===== src/rtl/sgk_pkg.sv =====
package sgk_pkg;

  localparam int unsigned KeyW    = 32;
  localparam int unsigned RowIdxW = 6;

  typedef struct packed {
    logic signed [KeyW-1:0] label_key;
    logic                   last_row;
  } sgk_in_t;

  typedef struct packed {
    logic [RowIdxW-1:0] row_index;
    logic               last_index;
    logic               overflow;
  } sgk_out_t;

  // One result offered by the grouping engine to the output register
  typedef struct packed {
    logic     valid;
    sgk_out_t item;
  } sgk_emit_t;

  typedef enum logic [1:0] {
    ST_LOAD,
    ST_SEEK,
    ST_HEAD,
    ST_SCAN
  } sgk_state_e;

endpackage


===== src/rtl/sgk_ram.sv =====
module sgk_ram #(
  parameter int unsigned Width = 32,
  parameter int unsigned Depth = 64
) (
  input  logic                                 clk_i,
  input  logic                                 we_i,
  input  logic [((Depth > 1) ? $clog2(Depth) : 1)-1:0] waddr_i,
  input  logic [Width-1:0]                     wdata_i,
  input  logic                                 re_i,
  input  logic [((Depth > 1) ? $clog2(Depth) : 1)-1:0] raddr_i,
  output logic [Width-1:0]                     rdata_o
);

  logic [Width-1:0] mem_q [Depth];
  logic [Width-1:0] rdata_q;

  always_ff @(posedge clk_i) begin
    if (we_i) begin
      mem_q[waddr_i] <= wdata_i;
    end
    // read data holds while no read is issued
    if (re_i) begin
      rdata_q <= mem_q[raddr_i];
    end
  end

  assign rdata_o = rdata_q;

endmodule


===== src/rtl/sgk_grouper.sv =====
module sgk_grouper #(
  parameter int unsigned MAX_ROWS = 64
) (
  input  logic              clk_i,
  input  logic              rst_ni,
  input  logic              in_valid_i,
  output logic              in_ready_o,
  input  sgk_pkg::sgk_in_t  in_data_i,
  input  logic              slot_free_i,
  output sgk_pkg::sgk_emit_t emit_o
);

  import sgk_pkg::*;

  localparam int unsigned IdxW = (MAX_ROWS > 1) ? $clog2(MAX_ROWS) : 1;
  localparam int unsigned CntW = $clog2(MAX_ROWS + 1);
  // each entry holds the row's taken mark above its key
  localparam int unsigned EntW = KeyW + 1;

  sgk_state_e          state_q, state_d;
  logic [CntW-1:0]     cnt_q, cnt_d;
  logic                ovf_q, ovf_d;
  logic [IdxW-1:0]     i_q, i_d;
  logic [CntW-1:0]     j_q, j_d;
  logic [CntW-1:0]     emit_cnt_q, emit_cnt_d;
  logic [KeyW-1:0]     key_ref_q, key_ref_d;
  logic                p_valid_q, p_valid_d;
  logic [IdxW-1:0]     p_idx_q, p_idx_d;

  logic            ram_we;
  logic [IdxW-1:0] ram_waddr;
  logic [EntW-1:0] ram_wdata;
  logic            ram_re;
  logic [IdxW-1:0] ram_raddr;
  logic [EntW-1:0] ram_rdata;
  logic            ram_rtaken;
  logic [KeyW-1:0] ram_rkey;

  logic is_final;
  logic match;
  logic stall;

  sgk_ram #(
    .Width (EntW),
    .Depth (MAX_ROWS)
  ) u_key_ram (
    .clk_i   (clk_i),
    .we_i    (ram_we),
    .waddr_i (ram_waddr),
    .wdata_i (ram_wdata),
    .re_i    (ram_re),
    .raddr_i (ram_raddr),
    .rdata_o (ram_rdata)
  );

  assign ram_rtaken = ram_rdata[KeyW];
  assign ram_rkey   = ram_rdata[KeyW-1:0];

  assign is_final = (CntW'(emit_cnt_q + CntW'(1)) == cnt_q);
  assign match    = p_valid_q && !ram_rtaken && (ram_rkey == key_ref_q);
  assign stall    = match && !slot_free_i;

  always_ff @(posedge clk_i or negedge rst_ni) begin
    if (!rst_ni) begin
      state_q    <= ST_LOAD;
      cnt_q      <= '0;
      ovf_q      <= 1'b0;
      i_q        <= '0;
      j_q        <= '0;
      emit_cnt_q <= '0;
      p_valid_q  <= 1'b0;
    end else begin
      state_q    <= state_d;
      cnt_q      <= cnt_d;
      ovf_q      <= ovf_d;
      i_q        <= i_d;
      j_q        <= j_d;
      emit_cnt_q <= emit_cnt_d;
      p_valid_q  <= p_valid_d;
    end
  end

  always_ff @(posedge clk_i) begin
    key_ref_q <= key_ref_d;
    p_idx_q   <= p_idx_d;
  end

  always_comb begin
    state_d    = state_q;
    cnt_d      = cnt_q;
    ovf_d      = ovf_q;
    i_d        = i_q;
    j_d        = j_q;
    emit_cnt_d = emit_cnt_q;
    key_ref_d  = key_ref_q;
    p_valid_d  = p_valid_q;
    p_idx_d    = p_idx_q;

    in_ready_o = 1'b0;
    ram_we     = 1'b0;
    ram_waddr  = cnt_q[IdxW-1:0];
    // loading a row clears its taken mark
    ram_wdata  = {1'b0, in_data_i.label_key};
    ram_re     = 1'b0;
    ram_raddr  = i_q;

    emit_o.valid           = 1'b0;
    emit_o.item.row_index  = RowIdxW'(i_q);
    emit_o.item.last_index = is_final;
    emit_o.item.overflow   = ovf_q;

    case (state_q)
      ST_LOAD: begin
        in_ready_o = 1'b1;
        if (in_valid_i) begin
          if (cnt_q < CntW'(MAX_ROWS)) begin
            ram_we = 1'b1;
            cnt_d  = CntW'(cnt_q + CntW'(1));
          end else begin
            ovf_d = 1'b1;
          end
          if (in_data_i.last_row) begin
            i_d     = '0;
            state_d = ST_SEEK;
          end
        end
      end

      ST_SEEK: begin
        ram_re  = 1'b1;
        state_d = ST_HEAD;
      end

      ST_HEAD: begin
        if (ram_rtaken) begin
          // skip a row already taken by an earlier group
          i_d       = IdxW'(i_q + IdxW'(1));
          ram_re    = 1'b1;
          ram_raddr = IdxW'(i_q + IdxW'(1));
        end else if (slot_free_i) begin
          emit_o.valid  = 1'b1;
          ram_we        = 1'b1;
          ram_waddr     = i_q;
          ram_wdata     = {1'b1, ram_rkey};
          emit_cnt_d    = CntW'(emit_cnt_q + CntW'(1));
          key_ref_d     = ram_rkey;
          j_d           = CntW'(CntW'(i_q) + CntW'(1));
          p_valid_d     = 1'b0;
          state_d       = ST_SCAN;
          if (is_final) begin
            state_d    = ST_LOAD;
            cnt_d      = '0;
            ovf_d      = 1'b0;
            emit_cnt_d = '0;
          end
        end
      end

      ST_SCAN: begin
        if (!stall) begin
          if (match) begin
            emit_o.valid          = 1'b1;
            emit_o.item.row_index = RowIdxW'(p_idx_q);
            ram_we                = 1'b1;
            ram_waddr             = p_idx_q;
            ram_wdata             = {1'b1, key_ref_q};
            emit_cnt_d            = CntW'(emit_cnt_q + CntW'(1));
          end
          if (match && is_final) begin
            state_d    = ST_LOAD;
            cnt_d      = '0;
            ovf_d      = 1'b0;
            emit_cnt_d = '0;
            p_valid_d  = 1'b0;
          end else if (j_q < cnt_q) begin
            // issue the next candidate; it is compared in the following cycle
            ram_re    = 1'b1;
            ram_raddr = j_q[IdxW-1:0];
            p_valid_d = 1'b1;
            p_idx_d   = j_q[IdxW-1:0];
            j_d       = CntW'(j_q + CntW'(1));
          end else begin
            p_valid_d = 1'b0;
            i_d       = IdxW'(i_q + IdxW'(1));
            state_d   = ST_SEEK;
          end
        end
      end

      default: begin
        state_d = ST_LOAD;
      end
    endcase
  end

endmodule


===== src/rtl/stable_group_by_key_core.sv =====
// Stable grouping of row indices by equal 32-bit key.
//
// Input channel (in_valid_i/in_ready_o/in_data_i): one key per transfer,
// loaded as rows 0, 1, 2, ... One row is taken per cycle. The transfer with
// last_row set ends the batch; rows beyond MAX_ROWS are dropped and flag
// overflow on every result of that batch.
// Output channel (out_valid_o/out_ready_i/out_data_o): after the last row
// the block emits every loaded row index once, each untaken row followed by
// the later untaken rows with the same key. last_index marks the final one.
// While regrouping, the input is not ready; loading of the next batch starts
// as soon as the final result sits in the output register.
// Regrouping skips each already taken row, reads each group head and then
// compares every later row against it; all keys differing is the worst case.
// Its speed is set by the single read port of the key memory, which sees one
// candidate row per cycle while the receiver does not stall the scan.
// After the last row's transfer row 0 is read and then offered as the first index.
// A stalled receiver holds the output register and freezes the scan.
// Reset empties the batch. The key memory is not cleared: each entry keeps a
// taken mark beside its key, cleared as the row is loaded, and only rows
// written in the current batch are ever read.
module stable_group_by_key_core #(
  parameter int unsigned MAX_ROWS = 64
) (
  input  logic              clk_i,
  input  logic              rst_ni,
  input  logic              in_valid_i,
  output logic              in_ready_o,
  input  sgk_pkg::sgk_in_t  in_data_i,
  output logic              out_valid_o,
  input  logic              out_ready_i,
  output sgk_pkg::sgk_out_t out_data_o
);

  import sgk_pkg::*;

  sgk_emit_t emit;
  logic      slot_free;
  logic      out_valid_q, out_valid_d;
  sgk_out_t  out_data_q, out_data_d;

  assign slot_free = !out_valid_q || out_ready_i;

  sgk_grouper #(
    .MAX_ROWS (MAX_ROWS)
  ) u_grouper (
    .clk_i       (clk_i),
    .rst_ni      (rst_ni),
    .in_valid_i  (in_valid_i),
    .in_ready_o  (in_ready_o),
    .in_data_i   (in_data_i),
    .slot_free_i (slot_free),
    .emit_o      (emit)
  );

  always_comb begin
    out_valid_d = out_valid_q;
    out_data_d  = out_data_q;
    if (emit.valid) begin
      out_valid_d = 1'b1;
      out_data_d  = emit.item;
    end else if (out_ready_i) begin
      out_valid_d = 1'b0;
    end
  end

  always_ff @(posedge clk_i or negedge rst_ni) begin
    if (!rst_ni) begin
      out_valid_q <= 1'b0;
    end else begin
      out_valid_q <= out_valid_d;
    end
  end

  always_ff @(posedge clk_i) begin
    out_data_q <= out_data_d;
  end

  assign out_valid_o = out_valid_q;
  assign out_data_o  = out_data_q;

endmodule

===== config.mk =====
export PLATFORM = sky130hd
export DESIGN_NAME = stable_group_by_key_core
export DESIGN_NICKNAME = d
export VERILOG_FILES = /design/src/rtl/sgk_pkg.sv /design/src/rtl/sgk_ram.sv /design/src/rtl/sgk_grouper.sv /design/src/rtl/stable_group_by_key_core.sv
export SDC_FILE = /design/constraint.sdc
export NUM_CORES = 2
export LEC_CHECK = 0
export CAP_MARGIN = 15
export CORE_MARGIN = 5
export CORE_UTILIZATION = 29
export DETAILED_ROUTE_END_ITERATION = 10
export DONT_BUFFER_PORTS = 1
export PLACE_DENSITY_LB_ADDON = 0.3
export SLEW_MARGIN = 10
export SYNTH_ARGS = -nofsm -noshare
export SYNTH_HDL_FRONTEND = slang
export SYNTH_HIERARCHICAL = 1
export SYNTH_SLANG_ARGS = --single-unit

===== constraint.sdc =====
create_clock -name clk_i -period 7.22 [get_ports clk_i]
set_clock_uncertainty 0.15 [all_clocks]
set_input_delay 0.361 -clock clk_i [delete_from_list [all_inputs] [get_ports clk_i]]
set_output_delay 0.361 -clock clk_i [all_outputs]
set_load 0.02 [all_outputs]

==> flow_summary.ini <==
[global_route]
grt_max_degree = 94
antenna_found_initial = 21
overflow = 0
track_usage = 0.157
grt_pass1_vias = 44300
grt_pass1_wl_mm = 352

[sta]
rsz0062_at_grt = false
min_period_over_period = 0.875
timing.fmax_ghz = 0.158
final_max_slew_viol_count = 0
layout_min_cycle_time_ps = 6320
whs_ps = 150
fin_tns_setup_ps = 0
hold_viol = 0
worst_pin_slew_ps = 1240
setup_viol = 0
timing.slew.headroom = 0.173

[routing]
drt_first_iter_violations = 5754
vias_per_cell = 5.17
drt_first_pass_iters = 7
ant_nets = 0
route.detailed.drc = 0
avgRoutedWirePerCell_um = 28.9
routed_wl_mm = 248
vias = 44400

[placement]
port_buffers = 0
gp_congestion = 0.826
dp_hpwl_mm = 151

[pwr]
leakage_nw = 31.1
irDropWorstVdd_mv = 0.729
switchingPower_mw = 18.5
p_comb_frac = 0.437
clkPwrFrac = 0.230
p_total_mw = 48.6
seqPwrFrac = 0.333
swShare = 0.382
power_density_mw_per_mm2 = 483
p_int_mw = 30.0

[floorplan]
coreArea_mm2 = 0.299
initial_core_util = 0.291
design.die.area_mm2 = 0.311
ioPinCount = 47
num_rows = 201
die_width_um = 558
die_h_um = 558

[min_path]
hp-start = in_valid_i
holdPathEnd = u_grouper/cnt_q[3]
min_path_cells = 5
hold_class = in -> reg

[layout]
multi_input_comb_area_mm2 = 0.0196
synthToLayoutAreaGrowth_pct = 15.4
fin_nets = 4485
fillerInstances = 28100
regArea_mm2 = 0.0666
drive_above_1_share = 0.254

[clocking]
cts.sinks = 2223
cts_tree = built
ctsHtreeMaxLevel = 4
cts-root-buf = clkbuf_16
ctsResizeCount = 0
insertion_delay_ps = 860
clk_pin_slew_ps = 60
clock_path_buffers = 3
numCtsBuffers = 221

[logic_synthesis]
synth_edf_count = 2191
synth-seq-cells = 2223
synth_nets = 4269
synth_cell_types = 84
synth_cells = 4222
yosys_warnings = 6
syn_area_per_cell_um2 = 20.6
synthesis.area_mm2 = 0.0871
synthFlopType = edfxtp_1
async_flop_share = 0.0144
seq_area_frac_synth = 0.765

[setup_path]
cp.required_ps = 7650
r2r_start = u_grouper/cnt_q[4]
worstRegToRegCells = 15
critPathArrivalTime_ps = 6750
path_class = reg -> reg
reg2reg_slack_ps = 900
critPathCaptureType = register
cp-start-kind = register
r2r_end = u_grouper/u_key_ram/rdata_o[9]
path_max_fanout = 34

[outcome]
status = complete, no violations

[run]
drv_cap = 0
metal layers:
layer,part of all wire,global-route usage
met4,0.022,0.0384
met5,0.00040,0
met2,0.48,0.252
met3,0.064,0.0235
met1,0.44,0.226
layout make-up:
class,count,share of cell area
flip-flops and latches,2223,0.663
repair buffers,241,0.0213
clock buffers,281,0.0575
well taps,3958,0.0493
multi-input cells,1731,0.195
inverters,20,0.000797
diodes,8,0.000199
clock inverters,129,0.0123
critical path, cell delays in order, from the launching register on:
cell       delay (ps)
dfrtp_1           420
inv_1             150
ha_1              320
and3_1            210
a221o_1           310
a31oi_2           310
nand2_1           150
a2bb2oi_4         220
nor2_2            510
a211o_4           770
nand2b_2          510
buf_4             390
o22ai_1           250
o211ai_1          120
a311o_1           610
a21oi_1           600
how the worst max path moves through the flow:
stage,from,endpoint,slack [ps],depth (start not counted)
after floorplan,u_grouper/key_ref_q[26],u_grouper/u_key_ram/mem_q[32][0],1950,12
final,u_grouper/cnt_q[4],u_grouper/u_key_ram/rdata_o[9],900,15
after detailed placement,u_grouper/cnt_q[4],u_grouper/u_key_ram/rdata_o[9],1100,15
after CTS,u_grouper/cnt_q[4],u_grouper/u_key_ram/rdata_o[9],1080,15
after global routing,u_grouper/emit_cnt_q[0],u_grouper/u_key_ram/rdata_o[9],710,15
after global placement,u_grouper/cnt_q[4],u_grouper/u_key_ram/rdata_o[9],1090,15
kinds of logic (layout without fill, tap and decap cells):
group                    after synthesis  after routing  share of synthesized area
adder cells (fa/ha/maj)               10             10                    0.00144
XOR/XNOR                              41             41                    0.00412
AND/OR/NAND/NOR                      572            572                     0.0320
other                                  0              8                          0
multiplexers                         653            653                      0.142
buffers and inverters                268            671                     0.0169
AO/OA/AOI/OAI                        455            455                     0.0386
flip-flops                          2223           2223                      0.765
power by group through the flow:
stage | sequential [mW] | combinational, mW | clock [mW]
2_1_floorplan | 16.3 | 13.4 | 0
3_3_place_gp | 16.4 | 21.3 | 0
3_5_place_dp | 16.4 | 21.3 | 0
4_1_cts | 16.1 | 21.4 | 11.5
5_1_grt | 16.2 | 22.3 | 12.0
6_report | 16.2 | 21.2 | 11.2
sequential cells by signal, indices dropped and copies added, names as in the netlist:
name,count
u_grouper/ovf_q,1
u_grouper/p_idx_q,6
out_valid_o,1
out_data_o,8
u_grouper/state_q,2
u_grouper/i_q,6
u_grouper/u_key_ram/mem_q,2112
u_grouper/p_valid_q,1
u_grouper/j_q,7
u_grouper/cnt_q,7
u_grouper/emit_cnt_q,7
u_grouper/u_key_ram/rdata_o,33
u_grouper/key_ref_q,32
cell usage after synthesis (4+ instances only):
| library cell | count | area [µm²] |
|---|---|---|
| xor2_1 | 33 | 289 |
| a211o_1 | 6 | 52.6 |
| nand3_1 | 90 | 450 |
| o211a_1 | 7 | 70.1 |
| mux4_2 | 460 | 10400 |
| nor4_1 | 16 | 100 |
| and3_1 | 21 | 131 |
| xnor2_1 | 8 | 70.1 |
| a31oi_1 | 12 | 75.1 |
| inv_1 | 18 | 67.6 |
| nor2b_1 | 22 | 138 |
| ha_1 | 10 | 125 |
| o21a_1 | 5 | 37.5 |
| o31ai_1 | 8 | 60.1 |
| mux2_2 | 50 | 563 |
| or2_2 | 5 | 31.3 |
| a221oi_1 | 6 | 52.6 |
| o221ai_1 | 38 | 333 |
| buf_8 | 4 | 60.1 |
| buf_6 | 25 | 282 |
| nand4_1 | 56 | 350 |
| buf_1 | 12 | 45.0 |
| or3_1 | 6 | 37.5 |
| nand2b_1 | 12 | 75.1 |
| buf_2 | 51 | 255 |
| mux2i_1 | 143 | 1430 |
| dfrtp_1 | 32 | 801 |
| a221o_1 | 17 | 170 |
| a211oi_1 | 26 | 195 |
| edfxtp_1 | 2191 | 65800 |
| a22oi_1 | 91 | 683 |
| o21ai_0 | 48 | 240 |
| nor2_1 | 112 | 420 |
| buf_4 | 40 | 300 |
| clkbuf_1 | 115 | 432 |
| o211ai_1 | 14 | 105 |
| a311o_1 | 15 | 150 |
| a21oi_1 | 31 | 155 |
| o22ai_1 | 83 | 519 |
| o22a_1 | 12 | 105 |
| nand2_1 | 182 | 683 |
| nor3_1 | 21 | 105 |
| nand3b_1 | 6 | 45.0 |
cell usage in the layout (no fill, tap or decap), types with 11 or more instances in the layout:
cell,count
edfxtp_1,2191
buf_4,207
a211oi_1,26
nand2_1,150
o22ai_1,83
nor2b_1,19
inv_1,17
and3_1,21
clkinv_2,33
a311o_1,14
xor2_1,33
nor3_1,19
o21ai_0,48
nor2_4,63
a21oi_1,31
clkbuf_1,59
nor4_1,16
o22a_1,12
buf_12,25
nand3_1,90
a221o_1,17
a22oi_1,91
mux2_2,50
a31oi_1,12
mux2i_1,143
o221ai_1,38
mux4_2,460
nand4_1,56
nand2_2,31
nor2_1,46
clkinv_1,56
clkbuf_16,222
bufinv_16,17
dfrtp_1,32
nand2b_1,11
o211ai_1,14
through the flow:
step           instance area [µm²]  utilization  setup slack [ps]  std cells
6_report                    100000        0.336               904       8591
5_1_grt                     100000        0.336               710       8583
4_1_cts                     100000        0.335              1080       8582
3_5_place_dp                 93300        0.312              1100       8162
3_3_place_gp                 93300        0.312              1090       8162
2_1_floorplan                87100            -              1950       4222
repair_timing:
item | in CTS | in global routing
hold endpoints to repair | 75 | 0
buffers inserted | 0 | 0
hold buffers | 10 | 0
(Power assumes the default switching activity.)
